$ cat config.mk
export PLATFORM = sky130hd
export DESIGN_NAME = bitmap_block_allocator_top
export DESIGN_NICKNAME = d
export VERILOG_FILES = /design/src/sv/bba_pkg.sv /design/src/sv/bba_ctrl.sv /design/src/sv/bba_dpath.sv /design/src/sv/bitmap_block_allocator_top.sv
export SDC_FILE = /design/constraint.sdc
export NUM_CORES = 1
export LEC_CHECK = 0
export ABC_AREA = 0
export BUFFER_PORTS_ARGS = -buffer_cell sky130_fd_sc_hd__clkbuf_2
export CAP_MARGIN = 0
export CORE_ASPECT_RATIO = 0.75
export CORE_MARGIN = 5
export CORE_UTILIZATION = 40
export CTS_BUF_LIST = sky130_fd_sc_hd__clkbuf_8
export CTS_CLUSTER_DIAMETER = 50
export DETAILED_ROUTE_END_ITERATION = 10
export SETUP_SLACK_MARGIN = 0.5
export SLEW_MARGIN = 20
export SYNTH_ARGS = -nofsm -noshare
export SYNTH_HDL_FRONTEND = slang
export SYNTH_SLANG_ARGS = --single-unit
$ cat constraint.sdc
create_clock -name clk -period 3 [get_ports clk]
set_input_delay 0 -clock clk [delete_from_list [all_inputs] [get_ports clk]]
set_output_delay 0 -clock clk [all_outputs]
set_load 0.02 [all_outputs]
$ cat src/sv/bba_pkg.sv
// Shared types, constants and a helper function for the bitmap block allocator.
package bba_pkg;

  localparam int unsigned WORD_BITS = 16;
  localparam logic [WORD_BITS-1:0] WORD_FULL = 16'hFFFF;

  localparam logic CMD_ALLOC = 1'b0;
  localparam logic CMD_FREE  = 1'b1;

  localparam logic STATUS_OK   = 1'b0;
  localparam logic STATUS_FULL = 1'b1;

  // Commands from controller to datapath
  typedef struct packed {
    logic req_load;  // latch request, start first read
    logic scan_inc;  // advance to next bitmap word and read it
    logic wr_en;     // write back the updated bitmap word
    logic out_load;  // load the result register
    logic out_full;  // result is an arena-full report
  } bba_ctl_t;

  // Status from datapath to controller
  typedef struct packed {
    logic word_full;  // current bitmap word has no clear bit
    logic scan_last;  // current word is the last one of the map
    logic out_busy;   // result register holds an item that is stalled
  } bba_sts_t;

  // Position of the lowest clear bit of a bitmap word
  function automatic logic [3:0] lowest_clear(input logic [WORD_BITS-1:0] word);
    logic [3:0] pos;
    pos = 4'd0;
    for (int b = WORD_BITS - 1; b >= 0; b--) begin
      if (!word[b]) begin
        pos = 4'(b);
      end
    end
    return pos;
  endfunction

endpackage

$ cat src/sv/bba_ctrl.sv
// Sequencing state machine for the bitmap block allocator.
module bba_ctrl (
  input  logic              clk,
  input  logic              rst_n,
  input  logic              in_valid,
  input  logic              in_cmd,
  output logic              in_stall,
  input  bba_pkg::bba_sts_t sts,
  output bba_pkg::bba_ctl_t ctl
);
  import bba_pkg::*;

  typedef enum logic [1:0] {
    ST_IDLE,
    ST_SCAN,
    ST_FREE
  } state_t;

  state_t state_r;
  state_t state_nxt;

  // Take a new item only between requests
  assign in_stall = (state_r != ST_IDLE);

  // Decode commands and next state
  always_comb begin
    state_nxt = state_r;
    ctl       = '0;
    unique case (state_r)
      ST_IDLE: begin
        if (in_valid) begin
          ctl.req_load = 1'b1;
          state_nxt    = (in_cmd == CMD_FREE) ? ST_FREE : ST_SCAN;
        end
      end
      ST_SCAN: begin
        if (!sts.word_full) begin
          if (!sts.out_busy) begin
            ctl.wr_en    = 1'b1;
            ctl.out_load = 1'b1;
            state_nxt    = ST_IDLE;
          end
        end else if (sts.scan_last) begin
          if (!sts.out_busy) begin
            ctl.out_load = 1'b1;
            ctl.out_full = 1'b1;
            state_nxt    = ST_IDLE;
          end
        end else begin
          ctl.scan_inc = 1'b1;
        end
      end
      ST_FREE: begin
        if (!sts.out_busy) begin
          ctl.wr_en    = 1'b1;
          ctl.out_load = 1'b1;
          state_nxt    = ST_IDLE;
        end
      end
      default: begin
        state_nxt = ST_IDLE;
      end
    endcase
  end

  // Hold state
  always_ff @(posedge clk) begin
    if (!rst_n) begin
      state_r <= ST_IDLE;
    end else begin
      state_r <= state_nxt;
    end
  end

endmodule

$ cat src/sv/bba_dpath.sv
// Bitmap memory, word scan address and result register of the block allocator.
module bba_dpath #(
  parameter int MAP_WORDS = 16
) (
  input  logic              clk,
  input  logic              rst_n,
  input  logic              in_cmd,
  input  logic [7:0]        in_free_index,
  input  bba_pkg::bba_ctl_t ctl,
  output bba_pkg::bba_sts_t sts,
  output logic              out_valid,
  input  logic              out_stall,
  output logic              out_status,
  output logic [7:0]        out_granted_index
);
  import bba_pkg::*;

  localparam int WA_W  = (MAP_WORDS > 1) ? $clog2(MAP_WORDS) : 1;
  localparam int ARENA = MAP_WORDS * WORD_BITS;

  logic [WORD_BITS-1:0] mem [MAP_WORDS];
  logic [MAP_WORDS-1:0] vld_r;

  logic [WA_W-1:0]      addr_r;
  logic                 mode_r;
  logic                 free_ok_r;
  logic [3:0]           bit_r;
  logic [WORD_BITS-1:0] rdata_r;
  logic                 rvld_r;

  logic                 out_valid_r;
  logic                 out_status_r;
  logic [7:0]           out_index_r;

  logic                 in_range;
  logic [WA_W+3:0]      idx_ext;
  logic [WA_W-1:0]      load_addr;
  logic [WA_W-1:0]      next_addr;
  logic [WA_W-1:0]      rd_addr;
  logic                 rd_en;
  logic [WORD_BITS-1:0] cur_word;
  logic [3:0]           clr_pos;
  logic [3:0]           wr_pos;
  logic [WORD_BITS-1:0] wr_mask;
  logic [WORD_BITS-1:0] wr_data;
  logic                 wr_en;
  logic [WA_W+11:0]     blk_ext;

  // Locate the word addressed by a free request
  assign in_range  = (32'(in_free_index) < 32'(ARENA));
  assign idx_ext   = {{WA_W{1'b0}}, in_free_index[7:4]};
  assign load_addr = (in_cmd == CMD_FREE && in_range) ? idx_ext[WA_W-1:0] : '0;
  assign next_addr = WA_W'(addr_r + 1'b1);
  assign rd_addr   = ctl.req_load ? load_addr : next_addr;
  assign rd_en     = ctl.req_load | ctl.scan_inc;

  // Words never written since reset read as all free
  assign cur_word = rvld_r ? rdata_r : '0;
  assign clr_pos  = lowest_clear(cur_word);

  // Set the granted bit or clear the freed one
  assign wr_pos  = (mode_r == CMD_FREE) ? bit_r : clr_pos;
  assign wr_mask = WORD_BITS'(1) << wr_pos;
  assign wr_data = (mode_r == CMD_FREE) ? (cur_word & ~wr_mask) : (cur_word | wr_mask);
  assign wr_en   = ctl.wr_en & ((mode_r != CMD_FREE) | free_ok_r);

  // Block index from word address and bit position
  assign blk_ext = {8'd0, addr_r, clr_pos};

  assign sts.word_full = (cur_word == WORD_FULL);
  assign sts.scan_last = (addr_r == WA_W'(MAP_WORDS - 1));
  assign sts.out_busy  = out_valid_r & out_stall;

  // Latch the request and step the scan address
  always_ff @(posedge clk) begin
    if (ctl.req_load) begin
      addr_r    <= load_addr;
      mode_r    <= in_cmd;
      free_ok_r <= in_range;
      bit_r     <= in_free_index[3:0];
    end else if (ctl.scan_inc) begin
      addr_r <= next_addr;
    end
  end

  // Bitmap memory with registered read
  always_ff @(posedge clk) begin
    if (wr_en) begin
      mem[addr_r] <= wr_data;
    end
    if (rd_en) begin
      rdata_r <= mem[rd_addr];
    end
  end

  // Track which words hold written data
  always_ff @(posedge clk) begin
    if (!rst_n) begin
      vld_r  <= '0;
      rvld_r <= 1'b0;
    end else begin
      if (wr_en) begin
        vld_r[addr_r] <= 1'b1;
      end
      if (rd_en) begin
        rvld_r <= vld_r[rd_addr];
      end
    end
  end

  // Result register: load a finished item, drop it once taken
  always_ff @(posedge clk) begin
    if (!rst_n) begin
      out_valid_r <= 1'b0;
    end else if (ctl.out_load) begin
      out_valid_r <= 1'b1;
    end else if (!out_stall) begin
      out_valid_r <= 1'b0;
    end
  end

  always_ff @(posedge clk) begin
    if (ctl.out_load) begin
      out_status_r <= ctl.out_full ? STATUS_FULL : STATUS_OK;
      out_index_r  <= (ctl.out_full || mode_r == CMD_FREE) ? 8'd0 : blk_ext[7:0];
    end
  end

  assign out_valid         = out_valid_r;
  assign out_status        = out_status_r;
  assign out_granted_index = out_index_r;

endmodule

$ cat src/sv/bitmap_block_allocator_top.sv
// Bitmap first-fit block allocator: one allocate or free request per item.
//
// Input channel (in_valid/in_stall): in_cmd selects allocate or free,
// in_free_index names the block to free. Output channel (out_valid/out_stall)
// returns exactly one item per request: out_status (ok or full) and
// out_granted_index (granted block, zero on free or full).
// A request is taken only while no earlier request is in progress; a
// finished result waits in the output register while the next request runs.
// Timing: the bitmap sits in a memory with one registered read port, and an
// allocate reads one bitmap word per cycle in order from word zero.
//   free:     the addressed word is read, then written back as the result loads.
//   allocate: the scan stops at the first word with a clear bit, or at the
//             last word with an arena-full result.
// Reset (rst_n low, synchronous) marks every block free at once through
// per-word valid bits; no clearing pass is needed.
// A stalled receiver holds the result register; a request that finishes
// meanwhile waits in place with its read data held until the slot frees.
module bitmap_block_allocator_top #(
  parameter int BLOCK_COUNT = 256
) (
  input  logic       clk,
  input  logic       rst_n,
  input  logic       in_valid,
  output logic       in_stall,
  input  logic       in_cmd,
  input  logic [7:0] in_free_index,
  output logic       out_valid,
  input  logic       out_stall,
  output logic       out_status,
  output logic [7:0] out_granted_index
);
  import bba_pkg::*;

  localparam int MAP_WORDS = BLOCK_COUNT / WORD_BITS;

  bba_ctl_t ctl;
  bba_sts_t sts;

  // Sequence requests
  bba_ctrl u_ctrl (
    .clk      (clk),
    .rst_n    (rst_n),
    .in_valid (in_valid),
    .in_cmd   (in_cmd),
    .in_stall (in_stall),
    .sts      (sts),
    .ctl      (ctl)
  );

  // Hold the bitmap and produce results
  bba_dpath #(
    .MAP_WORDS (MAP_WORDS)
  ) u_dpath (
    .clk               (clk),
    .rst_n             (rst_n),
    .in_cmd            (in_cmd),
    .in_free_index     (in_free_index),
    .ctl               (ctl),
    .sts               (sts),
    .out_valid         (out_valid),
    .out_stall         (out_stall),
    .out_status        (out_status),
    .out_granted_index (out_granted_index)
  );

endmodule
After elaboration in Yosys (flattened, before gate mapping)

Memories as Yosys holds them, arrays and structs flattened. A register that Yosys moved wholly into a read port is not among the register bits.
Index checks and enable logic that the tools add are counted.

ROM bits: 0
Memories kept: 1
RAM bits: 256
Latch bits: 0
Register bits: 38

Memories:

| memory      | depth | bits a word | rd ports | clocked after Yosys merged registers in | wr ports | line            | source |
|---|---|---|---|---|---|---|---|
| u_dpath.mem | 16    | 16          | 1        | 1                                       | 1        | bba_dpath.sv:21 | `logic [WORD_BITS-1:0] mem [MAP_WORDS];` |

Multiply operators: 0
Bitwise logic cells: 6
Muxes and demuxes: 50
Add/subtract/negate cells: 1
Eq/ne operators: 7
Reductions and logical operators: 6
Div/mod/pow operators: 0
Order comparisons: 3
Shifts and indexed selects: 1

Operators by type and width:

| kind                   | number |
|---|---|
| $mux W4                | 21 |
| $mux W16               | 2 |
| $or A16 B16 Y16        | 2 |
| $and A16 B16 Y16       | 1 |
| $eq A16 B16 Y1 const B | 1 |
| $mux W1                | 16 |
| $not A16 Y16           | 1 |
| $shl A1 B4 Y16 const A | 1 |
| $mux W2                | 7 |
| $lt A4 B5 Y1 const B   | 2 |
| $pmux W2 S3            | 1 |
| $add A4 B1 Y4 const B  | 1 |
| $bmux W1 S4            | 1 |
| $demux W1 S4           | 1 |
| $eq A4 B4 Y1 const B   | 1 |
| $ge A4 B1 Y1 const B   | 1 |
| $pmux W2 S2            | 1 |
| $reduce_bool A2 Y1     | 2 |
| $ne A3 B3 Y1 const B   | 1 |
| $eq A2 B1 Y1 const B   | 1 |
| $eq A2 B2 Y1 const B   | 1 |
| $logic_not A2 Y1       | 1 |
| $ne A2 B1 Y1 const B   | 1 |
| $ne A2 B2 Y1 const B   | 1 |
| other kinds (5)        | 5 |

Depth between registers and ports, before layout

Depth in word-level cells: 22
Mapped depth: 12
Depth with buffers taken out: 9

Hierarchy

Synthesis repeated with hierarchy kept, for this count alone.

Cell total of the unflattened synthesis: 1,003
Area, all modules: 12,997.5 um^2

Modules (own cells, without submodules):

| module    | cells each | area an instance (um^2) | seq. area each (um^2) | instances |
|---|---|---|---|---|
| bba_dpath | 976        | 12,792.3                | 9,068.7               | 1 |
| bba_ctrl  | 27         | 205.2                   | 40.0                  | 1 |

Worst setup path before layout

No wires, ideal clock.

Path type: reg2reg
From: register u_dpath.rdata_r[2] (read register of u_dpath.mem)
To: memory u_dpath.mem[3][0], enable pin
Cell stages (with the launch flop): 7
Arrival: 2.350 ns
Buffers on the path: 0
Path slack: 0.241 ns
Setup time: 0.409 ns
Data required time: 2.591 ns
Cell sequence: edfxtp_1 -> nand4_2 -> or3_4 -> o31a_1 -> o211a_4 -> nand2_1 -> nor3_1

Word-level cells in the longest chain between the ends: 6

RTL lines:

| what                          | line            | source |
|---|---|---|
| start: declaration            | bba_dpath.sv:28 | `logic [WORD_BITS-1:0] rdata_r;` |
| $mux W16                      | bba_dpath.sv:58 | `assign cur_word = rvld_r ? rdata_r : '0;` |
| $eq A16 B16 Y1                | bba_dpath.sv:70 | `assign sts.word_full = (cur_word == WORD_FULL);` |
| $mux W1                       | bba_ctrl.sv:37  | `if (!sts.word_full) begin` |
| $pmux W2 S2                   | bba_ctrl.sv:29  | `unique case (state_r)` |
| $mux W1                       | bba_dpath.sv:88 | `if (wr_en) begin` |
| $mux W1 (not written as such) | bba_dpath.sv:89 | `mem[addr_r] <= wr_data;` |
| end: declaration              | bba_dpath.sv:21 |  |

No other way between the ends.

Worst setup path after layout

From: register u_dpath.rdata_r[6] (read register of u_dpath.mem)
To: memory u_dpath.mem[8][9], enable pin

The elaborated chain is that of the path after synthesis.

==> impl_metrics.ini <==
[worst_hold_path]
hold_class = input pin to flip-flop
holdCritStartpoint = in_free_index[6]
whs_path_depth = 4
holdPathEnd = u_dpath.addr_r[2]

[sta]
max_slew_margin_pct = 57.0
finalCriticalPeriod_ns = 2.57
max_freq_mhz = 390
setup_violations = 0
period_share_pct = 85.6
worstMarginPinSlew_ns = 0.645
report.final.hold_viol_count = 0
setup_tns_ns = 0
skew_ns = 0.0286
finalMaxSlewViolations = 0
grt_setup_unrepaired = yes

[clock_network]
cts_root_buffer = clkbuf_8
cts_made_buffers = 47
clk_path_buf_depth = 3
clk_transition_reported_paths_ns = 0.07
worstSkewPairLatency_ns = 0.60
cts_tree = yes
cts_sinks = 310
h-tree-depth = 2

[global_routing]
grt_max_degree = 51
grt_pass1_wl_mm = 56.9
grt_pass1_vias = 9055
overflow = 0
grtUsageTotal_pct = 20.7
antenna_found_initial = 0

[critical_path]
r2r_slack_ns = 0.43
cp.arrival_ns = 2.86
crit_buf_inv = 1
critPathMaxStageDelay_ns = 0.43
critPathCaptureType = flip-flop
startpoint = u_dpath.rdata_r[6]
worstSetupStartpointType = flip-flop
path_class = flip-flop to flip-flop
reg2regPathDepth = 7
cp_cell_sequence = nand2_1, or3_4, o31a_1, o211a_4, nand2_2, nor2_2, buf_4
crit_slowest_cell = edfxtp_1
critPathMaxFanout = 16
timing.rr.end = u_dpath.mem[8][9]
required_ns = 3.30
crit_family = simple AND/OR/NAND/NOR gates
reg2reg_from = u_dpath.rdata_r[6]

[synthesis]
ys_types = 55
synth_compound_area_share_pct = 11.1
syn_inst = 1015
synth_top_family_by_area = simple AND/OR/NAND/NOR gates
synth_area_um2 = 12900
syn_nets = 1035
yosys.area_share.simple_pct = 14.8
synth_edf_count = 290
synth_ff_type = edfxtp_1
synth_mux_area_share_pct = 0.155
yosysSeqAreaShare_pct = 70.5
ys_seq_elements = 310
synth_fa_ha_area_share_pct = 0.678
synth_xor_area_share_pct = 0.136
yosysWarnings = 0
postSynthAreaPerCell_um2 = 12.7
async_reset_ff_share_pct = 0

[status]
outcome = finished, final reports clean

[drt]
dr.first_iter.drc_count = 1137
via_per_inst = 5.79
drc_errors = 0
detail-route-antenna-nets = 0
wirelength_mm = 40.0
drt-wirelength-per-cell_um = 24.2
vias = 9567
drtPass1Iterations = 5

[run]
drv_cap = 0

[finish]
drive_gt1_share_pct = 27.7
diodes = 0
final_cells = 1653
area_growth_pct = 27.6
filler_cell_count = 2731
final_nets = 1194
multi_input_area_um2 = 4050
layout.area.seq_um2 = 9110

[placement]
place_congestion = 0.931
port_buffers = 23
dpl.cell_count = 1496
dp_hpwl_mm = 21.2

[floorplan]
die_area_um2 = 36000
core_area_um2 = 32200
initial_core_util_pct = 40.2
row_count = 57
die_x_um = 218
io_pins = 24
die_y_um = 166

[power_and_ir_drop]
leakage_nw = 5.80
ir_drop_mv = 0.476
powerDensity_nw_per_um2 = 643
[cell usage after synthesis (all sizes together), types with 2 or more instances]
cell | count | share of area (%)
clkbuf | 36 | 1.0
buf | 32 | 1.3
mux2i | 2 | 0.15
nand3 | 74 | 2.9
a41o | 5 | 0.39
o211ai | 2 | 0.12
dfxtp | 20 | 3.1
or2 | 2 | 0.097
and3 | 35 | 1.7
o21ai | 28 | 1.1
a21o | 2 | 0.12
a311oi | 49 | 3.3
o32ai | 5 | 0.34
o311ai | 4 | 0.27
inv | 12 | 0.35
nor4 | 10 | 0.58
o22ai | 4 | 0.19
ha | 7 | 0.68
or3 | 2 | 0.14
and2 | 6 | 0.31
a2111oi | 2 | 0.14
nor2 | 19 | 0.55
nor2b | 2 | 0.097
a21oi | 23 | 0.89
a41oi | 3 | 0.20
nor3 | 7 | 0.27
o21a | 4 | 0.23
nand2b | 7 | 0.34
edfxtp | 290 | 67
a31oi | 18 | 0.99
nand2 | 250 | 7.3
nand4 | 7 | 0.44
o31a | 2 | 0.14
a211oi | 35 | 2.1
[how the worst max path moves through the flow]
stage                         end  cells past startpoint  slack, ns
3_5_place_dp   u_dpath.mem[1][12]                      7       0.11
2_1_floorplan   u_dpath.mem[0][4]                      5       0.42
5_1_grt         u_dpath.mem[5][8]                      9       0.37
3_3_place_gp   u_dpath.rdata_r[5]                     10       0.15
4_1_cts        u_dpath.rdata_r[4]                     10       0.45
6_report        u_dpath.mem[8][9]                      7       0.43
[power by group]
group	internal (mW)	switching, mW	leakage (nW)
registers	4.91	0.0774	2.85
logic	0.900	1.36	2.44
clock network	1.69	1.66	0.514
[stage by stage]
| step | setup slack (ns) | hold WS [ns] | cell area [um^2] | power, mW | util (%) |
|---|---|---|---|---|---|
| 2_1_floorplan | 0.418 | 0.0989 | 13000 | 6.05 | - |
| 3_3_place_gp | 0.151 | 0.178 | 14100 | 6.64 | 43.9 |
| 3_5_place_dp | 0.108 | 0.180 | 14100 | 6.65 | 43.9 |
| 4_1_cts | 0.453 | 0.0188 | 15600 | 10.2 | 48.6 |
| 5_1_grt | 0.374 | 0.0910 | 16500 | 11.0 | 51.3 |
| 6_report | 0.433 | 0.107 | 16500 | 10.6 | 51.3 |
[per-layer routing]
metal / track usage, % / wire length, um
met1: 31.6 / 17100
met2: 29.3 / 17000
met3: 4.82 / 4510
met4: 6.62 / 1370
met5: 0 / 0
[logic make-up (layout without fill, tap and decap cells)]
family	after synthesis	in the layout
and+or+nand+nor	422	422
xor gates and xnor gates	2	2
buffers and inverters	80	274
muxes	2	2
adders and majority gates	7	7
AOI/OAI and AO/OA	192	194
DFF	310	310
[cell type report]
class,instances,area share (%)
inverters,12,0.463
flip-flops and latches,310,55.3
repair inverters,1,0.0683
clock inverters,37,1.28
clock buffers,49,4.09
multi-input cells,627,24.5
well taps,442,3.35
repair buffers,175,10.9
[what timing repair did]
item | in CTS | in global routing
setup endpoints to repair | 314 | 265
gates resized for setup | 44 | 77
cloned | 4 | 7
pin swaps | 9 | 23
hold endpoints to repair | 27 | 0
buffers inserted | 19 | 32
hold buffers | 9 | 0
[state kept, by name, indices dropped and copies added, names as in the netlist, 2 cells and up]
register and count:
u_dpath.vld_r 16, u_dpath.rdata_r 16, u_dpath.mem 256, u_dpath.addr_r 4
u_ctrl.state_r 2, u_dpath.bit_r 4, u_dpath.out_granted_index 8
[worst reg2reg max path: stages (launching register included)]
cell and delay, ns:
edfxtp_1 0.43, nand2_1 0.18, or3_4 0.42, o31a_1 0.35, o211a_4 0.28, nand2_2 0.28
nor2_2 0.07, buf_4 0.26
[layout by cell type (no fill, tap or decap), types with 4 or more instances in the layout]
master,count
clkbuf_8,49
nor2_1,8
nor3_4,4
nor2_2,10
nand2_1,246
nand4_1,5
a211oi_1,15
and3_1,35
clkinv_2,6
inv_1,24
buf_12,17
buf_4,101
o21a_1,4
buf_16,6
a311oi_2,13
clkbuf_2,23
a21oi_1,14
dlygate4sd3_1,9
a211oi_2,18
nand3_1,73
nand2_2,4
a21oi_2,8
a31oi_1,16
nand2b_1,7
clkinv_1,9
nor4_2,5
clkbuf_16,5
o21ai_1,24
buf_6,10
a41o_1,5
ha_1,5
dfxtp_1,17
edfxtp_1,290
a311oi_1,36
(Power assumes the default switching activity.)
